==> src/rtd_c2t_pkg.sv <==
// shared types, constants and coefficient tables for the rtd code to temperature block
`default_nettype none
package rtd_c2t_pkg;

  localparam int CODE_BITS     = 15;
  localparam int FRACTION_BITS = 8;
  localparam int REG_W         = 16;
  localparam int TEMP_W        = 19;

  localparam int XQ_FRAC    = 32;
  localparam int XQ_W       = XQ_FRAC + 3;
  localparam int P_W        = CODE_BITS + REG_W;
  localparam int DIV1_HI_W  = P_W - CODE_BITS - 3;
  localparam int DIV1_STEPS = XQ_W;
  localparam int SQRT_STEPS = 25;
  localparam int DIV2_STEPS = TEMP_W - 1;
  localparam int POLY_STEPS = 5;
  localparam int POLY_Q     = 24;

  localparam int REM_W   = 27;
  localparam int LOW_W   = 2 * SQRT_STEPS;
  localparam int ROOT_W  = XQ_W;
  localparam int DEN_W   = 26;
  localparam int ACC_W   = 36;
  localparam int CVD_B_W = 28;
  localparam int PROD_W  = XQ_W + CVD_B_W;
  localparam int BD_SHIFT = 14;
  localparam int BD_W    = PROD_W - BD_SHIFT;
  localparam int NUM_W   = XQ_W + FRACTION_BITS + 2;
  localparam int POLY_SHIFT = POLY_Q - FRACTION_BITS;

  localparam logic [REG_W-1:0] NOMINAL_RESET   = REG_W'(100);
  localparam logic [REG_W-1:0] REFERENCE_RESET = REG_W'(430);

  localparam logic REG_NOMINAL   = 1'b0;
  localparam logic REG_REFERENCE = 1'b1;

  localparam logic [DEN_W-1:0]   CVD_A_Q32  = DEN_W'(16786021);
  localparam logic [CVD_B_W-1:0] CVD_4B_Q46 = CVD_B_W'(162551799);
  localparam logic [BD_W-1:0]    CVD_A2     = BD_W'(64'd16786021 * 64'd16786021);
  localparam logic [XQ_W-1:0]    ONE_Q32    = XQ_W'(64'd1 << XQ_FRAC);

  localparam logic signed [ACC_W-1:0] POLY_COEF [POLY_STEPS+1] = '{
    -36'sd4060421816,
     36'sd3729239572,
     36'sd433842029,
    -36'sd80966844,
    -36'sd47283228,
     36'sd25573510
  };

  localparam logic signed [ACC_W-1:0] POLY_RND = ACC_W'(64'd1 << (POLY_SHIFT - 1));

  localparam logic signed [TEMP_W-1:0] TEMP_MAX = TEMP_W'(262143);
  localparam logic signed [TEMP_W-1:0] TEMP_MIN = -TEMP_W'(65536);
  localparam logic signed [ACC_W-1:0]  TEMP_MAX_W = ACC_W'(262143);
  localparam logic signed [ACC_W-1:0]  TEMP_MIN_W = -ACC_W'(65536);

  typedef struct packed {
    logic                    pos;
    logic                    ovf;
    logic [XQ_W-1:0]         xq;
    logic [REM_W-1:0]        rem;
    logic [LOW_W-1:0]        low;
    logic [ROOT_W-1:0]       root;
    logic [DEN_W-1:0]        den;
    logic signed [ACC_W-1:0] acc;
  } c2t_item_t;

endpackage
`default_nettype wire

==> src/rtd_c2t_sqrt_cell.sv <==
// one digit of the integer square root, registered, one root bit per cycle while en is high
`default_nettype none
module rtd_c2t_sqrt_cell import rtd_c2t_pkg::*; (
  input  wire logic      clk,
  input  wire logic      rst_n,
  input  wire logic      en,
  input  wire logic      in_valid,
  input  wire c2t_item_t in_item,
  output logic           out_valid,
  output c2t_item_t      out_item
);

  logic             valid_r;
  c2t_item_t        item_r;
  c2t_item_t        item_nxt;
  logic [REM_W+1:0] part;
  logic [REM_W+1:0] trial;
  logic             take;

  always_comb begin
    item_nxt = in_item;
    part     = {in_item.rem, in_item.low[LOW_W-1:LOW_W-2]};
    trial    = (REM_W+2)'({in_item.root, 2'b01});
    take     = part >= trial;
    item_nxt.rem  = take ? REM_W'(part - trial) : REM_W'(part);
    item_nxt.low  = {in_item.low[LOW_W-3:0], 2'b00};
    item_nxt.root = {in_item.root[ROOT_W-2:0], take};
  end

  always_ff @(posedge clk) begin
    if (!rst_n) begin
      valid_r <= 1'b0;
    end else if (en) begin
      valid_r <= in_valid;
    end
  end

  always_ff @(posedge clk) begin
    if (en) begin
      item_r <= item_nxt;
    end
  end

  assign out_valid = valid_r;
  assign out_item  = item_r;

endmodule
`default_nettype wire

==> config.mk <==
export PLATFORM = sky130hd
export DESIGN_NAME = rtd_c2t_sqrt_cell
export DESIGN_NICKNAME = d
export VERILOG_FILES = /design/src/rtd_c2t_pkg.sv /design/src/rtd_c2t_sqrt_cell.sv
export SDC_FILE = /design/constraint.sdc
export NUM_CORES = 1
export LEC_CHECK = 0
export BUFFER_PORTS_ARGS = -buffer_cell sky130_fd_sc_hd__buf_4
export CORE_AREA = 2 2 190 192
export CTS_BUF_LIST = sky130_fd_sc_hd__clkbuf_4 sky130_fd_sc_hd__clkbuf_8
export DETAILED_ROUTE_END_ITERATION = 12
export DIE_AREA = 0 0 192 194
export MAX_ROUTING_LAYER = met4
export PLACE_DENSITY_LB_ADDON = 0.15
export SLEW_MARGIN = 20
export SYNTH_ARGS = -nofsm -noshare
export SYNTH_HDL_FRONTEND = slang
export SYNTH_SLANG_ARGS = --single-unit
export TNS_END_PERCENT = 10
==> constraint.sdc <==
create_clock -name clk -period 2.7 [get_ports clk]
set_input_delay 0.135 -clock clk [delete_from_list [all_inputs] [get_ports clk]]
set_output_delay 0.135 -clock clk [all_outputs]
set_load 0.01 [all_outputs]
==> metrics.txt <==
wire length per cell 17.8 um; critical path's largest stage delay 0.54 ns; total CTS buffers 40; area delta synth->final 86.9%; ANT nets after route 0; vias in the first global route 7085; Post-synth EDFFs approximately 210; post-synthesis register bit count 210; clk sinks 210; hold path endpoint out_item[77]$_DFFE_PP_; Slew Viols, Final 0; maximum clock rate 372 MHz; Fin. Hold Viols 0; Worst Path Arrival ~3 ns; Netlist cell types 54; die height 194 um; drt pass-1 iters 7; register area 6300 sq um; Worst Hold Depth 1; drt first-iter violations 196; met3 usage under 10%; H-tree depth 2; Mapped Area 8390 sq um; status completed; row cnt 69; final setup vio count 0; async set-reset flop share out of synthesis 0%; crit end category flip-flop; worst-margin pin slew 0.708 ns; Reg2Reg Depth 3; CP max FO 5; Crit path max-delay family buffers and inverters; Synth area leader edfxtp_1; Placer Congestion 0.817; all-layer global routing usage 15.6%; fin cells 1679; first-pass GRT wire length 42200 um; met1 usage between 10% and 20%; sequential fraction of the synthesis area about three quarters; Port Buffers 423; Ports 427; Static Leak between 6 and 7 nW; Initial Util 23.8%; multi-input logic area between 2000 and 2500 sq um; gr ovfl total 0; VDD IR max 0.316 mV; Pwr Density 576 nW/um^2; CTS Buffer Depth 3; worst reg2reg setup slack 1.57 ns; Synth Warn # 0; via count 6849; DP HPWL 21800 um; most frequently used flop master after synthesis edfxtp_1; Final Skew 0 ns; number of max-cap violations 0; Chip Width 192 um; CTS tree built; Worst path slowest cell dlygate4sd3_1; top cells by area, synth edfxtp_1, ha_1, mux2_4, xnor2_1, inv_1; Finished Core Util ~44%; Routed WL 29900 um; Worst-path clk slew 0.05 ns; # nets final 1436; Worst-Skew Late Latency 0.57 ns; Final min period 2.69 ns; Worst Hold Class in2reg; die area 37200 sq um; most frequent cells in the layout buf_4, edfxtp_1, dlygate4sd3_1, clkbuf_8, inv_1; Reg-to-Reg Start out_valid$_SDFFE_PN0P_; Avg Cell Area, Syn 17.1 sq um; met2 Usage GRT 27.5%; antenna violations before repair 2; r2r endpoint out_valid$_SDFFE_PN0P_; Rel. slew slack 52.8%; total negative slack 0 ns; Most Used Layer, Global Route met2; WS Path Type in2reg; worst-path cell chain dlygate4sd3_1, buf_4, inv_1, ha_4, a21oi_2, o21ai_2, a31oi_4, o21ai_2, or4_4, a31oi_4, o21ai_4, clkbuf_16, mux2_4; top cell type's share of synthesized area 74.8%; vias per inst 4.08; Core Box Area 35200 sq um; largest net degree at the start of global routing 73; Critical Path Start Type input pin; worst endpoint required time about 3 ns; Buf/Inv on CP 4; DRC 0; Post-Synthesis Cells 489; most common cell after layout, fill and taps aside buf_4; hold wc startpoint en; root buf cell clkbuf_8; Layout fillers 3230; share of layout cells above drive strength 1 48.5%; Placed Cells incl. Taps 1402; crit share post-route 99.5%
## power by group
part	switching [W]	internal [W]
Combinational	0.000836	0.00113
Clock	0.00136	0.00168
Sequential	0.0000821	0.00392
## Yosys cell counts, types with 4 or more instances
library cell and count:
edfxtp_1 209, ha_1 29, o21ai_0 12, a21oi_1 20, mux2_2 8, nor2_1 17
clkbuf_1 7, mux2_4 16, buf_6 4, xor2_1 6, o211ai_1 5, inv_1 34
nand3_1 6, nor3_1 5, a21o_1 13, xnor2_1 20, nand4_1 6, nor2b_1 5
nand2_1 15
## worst max-delay path by stage
stage	startpoint	to	slack (ns)	cells after the start
finish	in_item[74]	out_item[167]$_DFFE_PP_	0.01	13
global placement	in_item[63]	out_item[149]$_DFFE_PP_	-0.08	12
CTS	in_item[157]	out_item[151]$_DFFE_PP_	0.005	12
floorplan	in_item[70]	out_item[156]$_DFFE_PP_	0.09	12
global route	in_item[155]	out_item[152]$_DFFE_PP_	-0.008	12
detailed placement	in_item[68]	out_item[151]$_DFFE_PP_	-0.10	12
## state kept, by name, indices dropped and copies added, names as in the netlist
name / cells
out_valid: 1
out_item: 209
## metrics by stage
stage	total power (W)	setup WS, ns	hold slack, ns	instance area [sq um]
2_1_floorplan	0.00469	0.0910	0.234	8390
3_3_place_gp	0.00568	-0.0750	0.313	12500
3_5_place_dp	0.00569	-0.101	0.314	12500
4_1_cts	0.00908	0.00494	0.0158	15300
5_1_grt	0.00947	-0.00836	0.00591	15700
6_report	0.00902	0.0136	0.0399	15700
## cell type report
cell class	count	share of cell area, %
Antenna cell	2	0.0319
Clock buffer	54	4.22
Clock inverter	12	0.575
Inverter	34	0.894
Multi-Input combinational cell	230	13.6
Sequential cell	210	40.2
Tap cell	461	3.68
Timing Repair Buffer	676	36.8
## repair_timing
item	in CTS	in global routing
hold buffers	209	5
setup endpoints to repair	0	24
setup buffers	0	10
hold endpoints to repair	208	5
gates resized for setup	0	65
## cell families (layout without fill, tap and decap cells)
family | Yosys count | count (layout) | share of synthesized area, %
other cells | 1 | 4 | 0.0447
buf+inv | 50 | 776 | 2.73
fa+ha+maj | 29 | 29 | 4.33
flops | 210 | 210 | 75.1
simple gates | 68 | 68 | 4.13
compound gates | 79 | 79 | 6.79
mux | 26 | 26 | 4.18
xor+xnor | 26 | 26 | 2.72
## layer usage
metal  routed length, um  up-vias
li1                    -     3276
met1               11200     3238
met2               15500      287
met3                2460       48
met4                 764        0
met5                   0        -
Power figures use the tool's default switching activity.
