**config.mk**
```make
export PLATFORM = sky130hd
export DESIGN_NAME = rtd_c2t_div_cell
export DESIGN_NICKNAME = d
export VERILOG_FILES = /design/src/rtd_c2t_pkg.sv /design/src/rtd_c2t_div_cell.sv
export SDC_FILE = /design/constraint.sdc
export NUM_CORES = 1
export LEC_CHECK = 0
export ABC_CLOCK_PERIOD_IN_PS = 4920
export BUFFER_PORTS_ARGS = -buffer_cell sky130_fd_sc_hd__buf_2
export CELL_PAD_IN_SITES_DETAIL_PLACEMENT = 1
export CELL_PAD_IN_SITES_GLOBAL_PLACEMENT = 2
export CORE_AREA = 10 10 176 178
export DETAILED_ROUTE_END_ITERATION = 10
export DIE_AREA = 0 0 186 188
export GPL_TIMING_DRIVEN = 0
export PLACE_DENSITY = 0.87
export SLEW_MARGIN = 20
export SYNTH_ARGS = -nofsm -noshare
export SYNTH_HDL_FRONTEND = slang
export SYNTH_SLANG_ARGS = --single-unit
export TNS_END_PERCENT = 1
```
**constraint.sdc**
```tcl
create_clock -name clk -period 4.92 [get_ports clk]
set_input_delay 0.738 -clock clk [delete_from_list [all_inputs] [get_ports clk]]
set_output_delay 0.738 -clock clk [all_outputs]
set_load 0.005 [all_outputs]
```
**src/rtd_c2t_pkg.sv**
```systemverilog
// shared types, constants and coefficient tables for the rtd code to temperature block
`default_nettype none
package rtd_c2t_pkg;

  localparam int CODE_BITS     = 15;
  localparam int FRACTION_BITS = 8;
  localparam int REG_W         = 16;
  localparam int TEMP_W        = 19;

  localparam int XQ_FRAC    = 32;
  localparam int XQ_W       = XQ_FRAC + 3;
  localparam int P_W        = CODE_BITS + REG_W;
  localparam int DIV1_HI_W  = P_W - CODE_BITS - 3;
  localparam int DIV1_STEPS = XQ_W;
  localparam int SQRT_STEPS = 25;
  localparam int DIV2_STEPS = TEMP_W - 1;
  localparam int POLY_STEPS = 5;
  localparam int POLY_Q     = 24;

  localparam int REM_W   = 27;
  localparam int LOW_W   = 2 * SQRT_STEPS;
  localparam int ROOT_W  = XQ_W;
  localparam int DEN_W   = 26;
  localparam int ACC_W   = 36;
  localparam int CVD_B_W = 28;
  localparam int PROD_W  = XQ_W + CVD_B_W;
  localparam int BD_SHIFT = 14;
  localparam int BD_W    = PROD_W - BD_SHIFT;
  localparam int NUM_W   = XQ_W + FRACTION_BITS + 2;
  localparam int POLY_SHIFT = POLY_Q - FRACTION_BITS;

  localparam logic [REG_W-1:0] NOMINAL_RESET   = REG_W'(100);
  localparam logic [REG_W-1:0] REFERENCE_RESET = REG_W'(430);

  localparam logic REG_NOMINAL   = 1'b0;
  localparam logic REG_REFERENCE = 1'b1;

  localparam logic [DEN_W-1:0]   CVD_A_Q32  = DEN_W'(16786021);
  localparam logic [CVD_B_W-1:0] CVD_4B_Q46 = CVD_B_W'(162551799);
  localparam logic [BD_W-1:0]    CVD_A2     = BD_W'(64'd16786021 * 64'd16786021);
  localparam logic [XQ_W-1:0]    ONE_Q32    = XQ_W'(64'd1 << XQ_FRAC);

  localparam logic signed [ACC_W-1:0] POLY_COEF [POLY_STEPS+1] = '{
    -36'sd4060421816,
     36'sd3729239572,
     36'sd433842029,
    -36'sd80966844,
    -36'sd47283228,
     36'sd25573510
  };

  localparam logic signed [ACC_W-1:0] POLY_RND = ACC_W'(64'd1 << (POLY_SHIFT - 1));

  localparam logic signed [TEMP_W-1:0] TEMP_MAX = TEMP_W'(262143);
  localparam logic signed [TEMP_W-1:0] TEMP_MIN = -TEMP_W'(65536);
  localparam logic signed [ACC_W-1:0]  TEMP_MAX_W = ACC_W'(262143);
  localparam logic signed [ACC_W-1:0]  TEMP_MIN_W = -ACC_W'(65536);

  typedef struct packed {
    logic                    pos;
    logic                    ovf;
    logic [XQ_W-1:0]         xq;
    logic [REM_W-1:0]        rem;
    logic [LOW_W-1:0]        low;
    logic [ROOT_W-1:0]       root;
    logic [DEN_W-1:0]        den;
    logic signed [ACC_W-1:0] acc;
  } c2t_item_t;

endpackage
`default_nettype wire

```
**src/rtd_c2t_div_cell.sv**
```systemverilog
// one restoring division step, registered, one quotient bit per cycle while en is high
`default_nettype none
module rtd_c2t_div_cell import rtd_c2t_pkg::*; (
  input  wire logic      clk,
  input  wire logic      rst_n,
  input  wire logic      en,
  input  wire logic      in_valid,
  input  wire c2t_item_t in_item,
  output logic           out_valid,
  output c2t_item_t      out_item
);

  logic            valid_r;
  c2t_item_t       item_r;
  c2t_item_t       item_nxt;
  logic [REM_W:0]  trial;
  logic [REM_W:0]  den_x;
  logic            take;

  always_comb begin
    item_nxt = in_item;
    trial    = {in_item.rem, in_item.low[LOW_W-1]};
    den_x    = (REM_W+1)'(in_item.den);
    take     = trial >= den_x;
    item_nxt.rem  = take ? REM_W'(trial - den_x) : REM_W'(trial);
    item_nxt.low  = {in_item.low[LOW_W-2:0], 1'b0};
    item_nxt.root = {in_item.root[ROOT_W-2:0], take};
  end

  always_ff @(posedge clk) begin
    if (!rst_n) begin
      valid_r <= 1'b0;
    end else if (en) begin
      valid_r <= in_valid;
    end
  end

  always_ff @(posedge clk) begin
    if (en) begin
      item_r <= item_nxt;
    end
  end

  assign out_valid = valid_r;
  assign out_item  = item_r;

endmodule
`default_nettype wire

```
==> impl_metrics.toml <==
[critical_path]
cp.required_ps = 5190
worstReg2RegEnd = "out_valid"
worstPathArrival_ps = 3100
rr_worst_depth = 2
crit_slowest_cell = "o21ai_0"
critical_path.cell_chain = "buf_2 > ha_1 > fa_1 > nand2b_1 > a21oi_1 > nor2_1 > o21ai_0 > a41oi_1 > xor2_1 > o21ai_2"
setup.worst_path.start = "in_item[36]"
slowest_delay_ps = 450
worstReg2RegStart = "out_valid"
crit_path_end = "out_item[163]"
ff2ff_setup_slack_ps = 4320
critPathKind = "input pin to flip-flop"
critPathMaxFanout = 4
worstSetupStartpointType = "input pin"
endpoint_kind = "flip-flop"

[clocking]
cts_buffer_depth = 3
hold_buffers = 0
cts_root_buffer = "clkbuf_16"
clk_latency_ps = 510
cts_resized = 0
numCtsBuffers = 25
cts_num_sinks = 211
cts_tree = "yes"
cts_setup_buffers = 0
htreeDepth = 1
clk_pin_slew_ps = 60

[synthesis]
synth_most_common_cell = "edfxtp_1"
ys_ff_latch = 211
synth_edf_count = 210
ys_types = 57
yosysWarnings = 0
synthFlopType = "edfxtp_1"
netlist.area_leader.share_pct = 74.8
avgSynthCellArea_um2 = 16.2
syn_area_um2 = 8430
synth_top_cell_by_area = "edfxtp_1"
synth_top_cells_by_area = "edfxtp_1, ha_1, o21ai_2"
synth_common_cells = "edfxtp_1, nand2_1, inv_1"
netlist_instances = 519
synth_seq_area_share_pct = 75.0
synth_nets = 761
async_flop_share_pct = 0

[grt]
grt_use_met1_pct = 18.0
gr-usage-met2_pct = 31.5
grt-ovfl-total = 0
grt_busiest_layer = "met2"
grtUsageMet3_pct = 7.02
grt_usage_pct = 17.8
grt_pass1_wl_um = 45700
antenna_found_initial = 15
grt_max_degree = 107
grt_pass1_vias = 6556

[routing]
drt_iter0_drc = 278
routed_wl_um = 32900
drc = 0
vias_per_cell = 4.66
ant_nets = 0
wl_per_cell_um = 24.5
firstDrtPassIters = 4
route.vias.total = 6251

[cells_and_area]
drive_above_1_share_pct = 52.6
syn_to_final_growth_pct = 41.1
layout.cells.non_filler = 1342
num-nets-final = 1214

[placement]
io_buffers = 424
place.gp.congestion = 0.855
place_hpwl_um = 26800
dp_cells = 1291
place_ws_ps = 1470

[power_and_ir_drop]
ir_drop_v = 0.000201
p_leak_nw = 5.11
power.density_nw_per_um2 = 397
p_total_mw = 4.72

[sta]
finalSetupTns_ps = 0
period_minus_slack_ps = 2830
worstMarginPinSlew_ps = 531
worst_slack_ps = 2090
maxSlewViolCount = 0
hold_viol = 0
fmax_mhz = 353
setup_viol = 0
whs_ps = 397
fin_skew_ps = 0
maxSlewHeadroom_pct = 64.6
finalCritPeriodShare_pct = 57.5
rsz0062_at_grt = "no"

[run_status]
status = "completed"

[floorplanning]
dieWidth_um = 186
rows = 61
start_util_pct = 30.7
ioPinCount = 427
die_area_um2 = 35000
die_h_um = 188
core_area_um2 = 27500

[hold_path]
hp-class = "input pin to flip-flop"

[flow_run]
cap_violations = 0
==> layout make-up <==
class                   instances  area, um^2
multi-input cells             259        1850
plain buffers                  16         134
flip-flops and latches        211        6330
fillers                      2974       15600
clock inverters                16         189
diodes                          8        20.0
inverters                      33         124
repair buffers                426        2190
clock buffers                  27         633
well taps                     346         433
==> worst max-delay path: cells and delay by family <==
family,cells,cell delay [ps]
AO/OA/AOI/OAI,4,1070
XOR/XNOR,1,220
adder cells (fa/ha/maj),2,610
buffers and inverters,1,110
AND/OR/NAND/NOR,2,340
==> sequential cells by signal, indices dropped and copies added (netlist names) <==
signal and cells:
out_item 210, out_valid 1
==> cells in the final DEF (no fill, tap or decap), types with 7 or more instances in the layout <==
cell type and n:
buf_2 429, edfxtp_1 210, nand2_1 41, inv_1 32, ha_1 26, o21ai_2 25
clkbuf_16 25, a21oi_1 19, nor2_1 18, o21ai_0 16, xor2_1 11, xnor2_1 9
diode_2 8, a21o_1 8, nand4_1 7, buf_6 7
==> per-layer routing <==
layer  wire, um  part of all wire [%]  up-vias
met5        124                  0.38        -
met4       1510                   4.6       16
met3       3460                    11       88
met2      16700                    51      269
met1      11100                    34     2997
li1           -                     -     2881
==> power breakdown <==
part / switching (mW) / leakage (nW) / total (mW) / internal (mW)
logic: 0.371 / 2.65 / 0.658 / 0.287
registers: 0.0388 / 2.06 / 2.21 / 2.17
clock network: 0.721 / 0.402 / 1.86 / 1.14
==> per-stage QoR <==
stage               area [um^2]  util [%]
floorplan                  8430         -
global placement          11000      40.0
detailed placement        11100      40.2
CTS                       11900      43.2
global route              11900      43.3
finish                    11900      43.3
==> worst min-delay path by stage <==
stage | start | end | slack [ps] | cells past startpoint
after global routing | in_item[34] | out_item[34] | 370 | 1
after detailed placement | out_valid | out_valid | 530 | 2
after CTS | in_item[121] | out_item[122] | 370 | 1
after floorplan | out_valid | out_valid | 510 | 2
final | in_item[8] | out_item[8] | 400 | 1
after global placement | out_valid | out_valid | 500 | 2
==> kinds of logic (layout without fill, tap and decap cells) <==
| group | count (synthesis) | after routing | synth area share [%] |
|---|---|---|---|
| flip-flops | 211 | 211 | 75.0 |
| AO/OA/AOI/OAI | 112 | 112 | 9.93 |
| AND/OR/NAND/NOR | 97 | 97 | 5.49 |
| buffers and inverters | 49 | 518 | 3.06 |
| adder cells (fa/ha/maj) | 27 | 27 | 4.09 |
| XOR/XNOR | 20 | 20 | 2.08 |
| multiplexers | 2 | 2 | 0.297 |
| other | 1 | 9 | 0.0445 |
(Power assumes the default switching activity.)
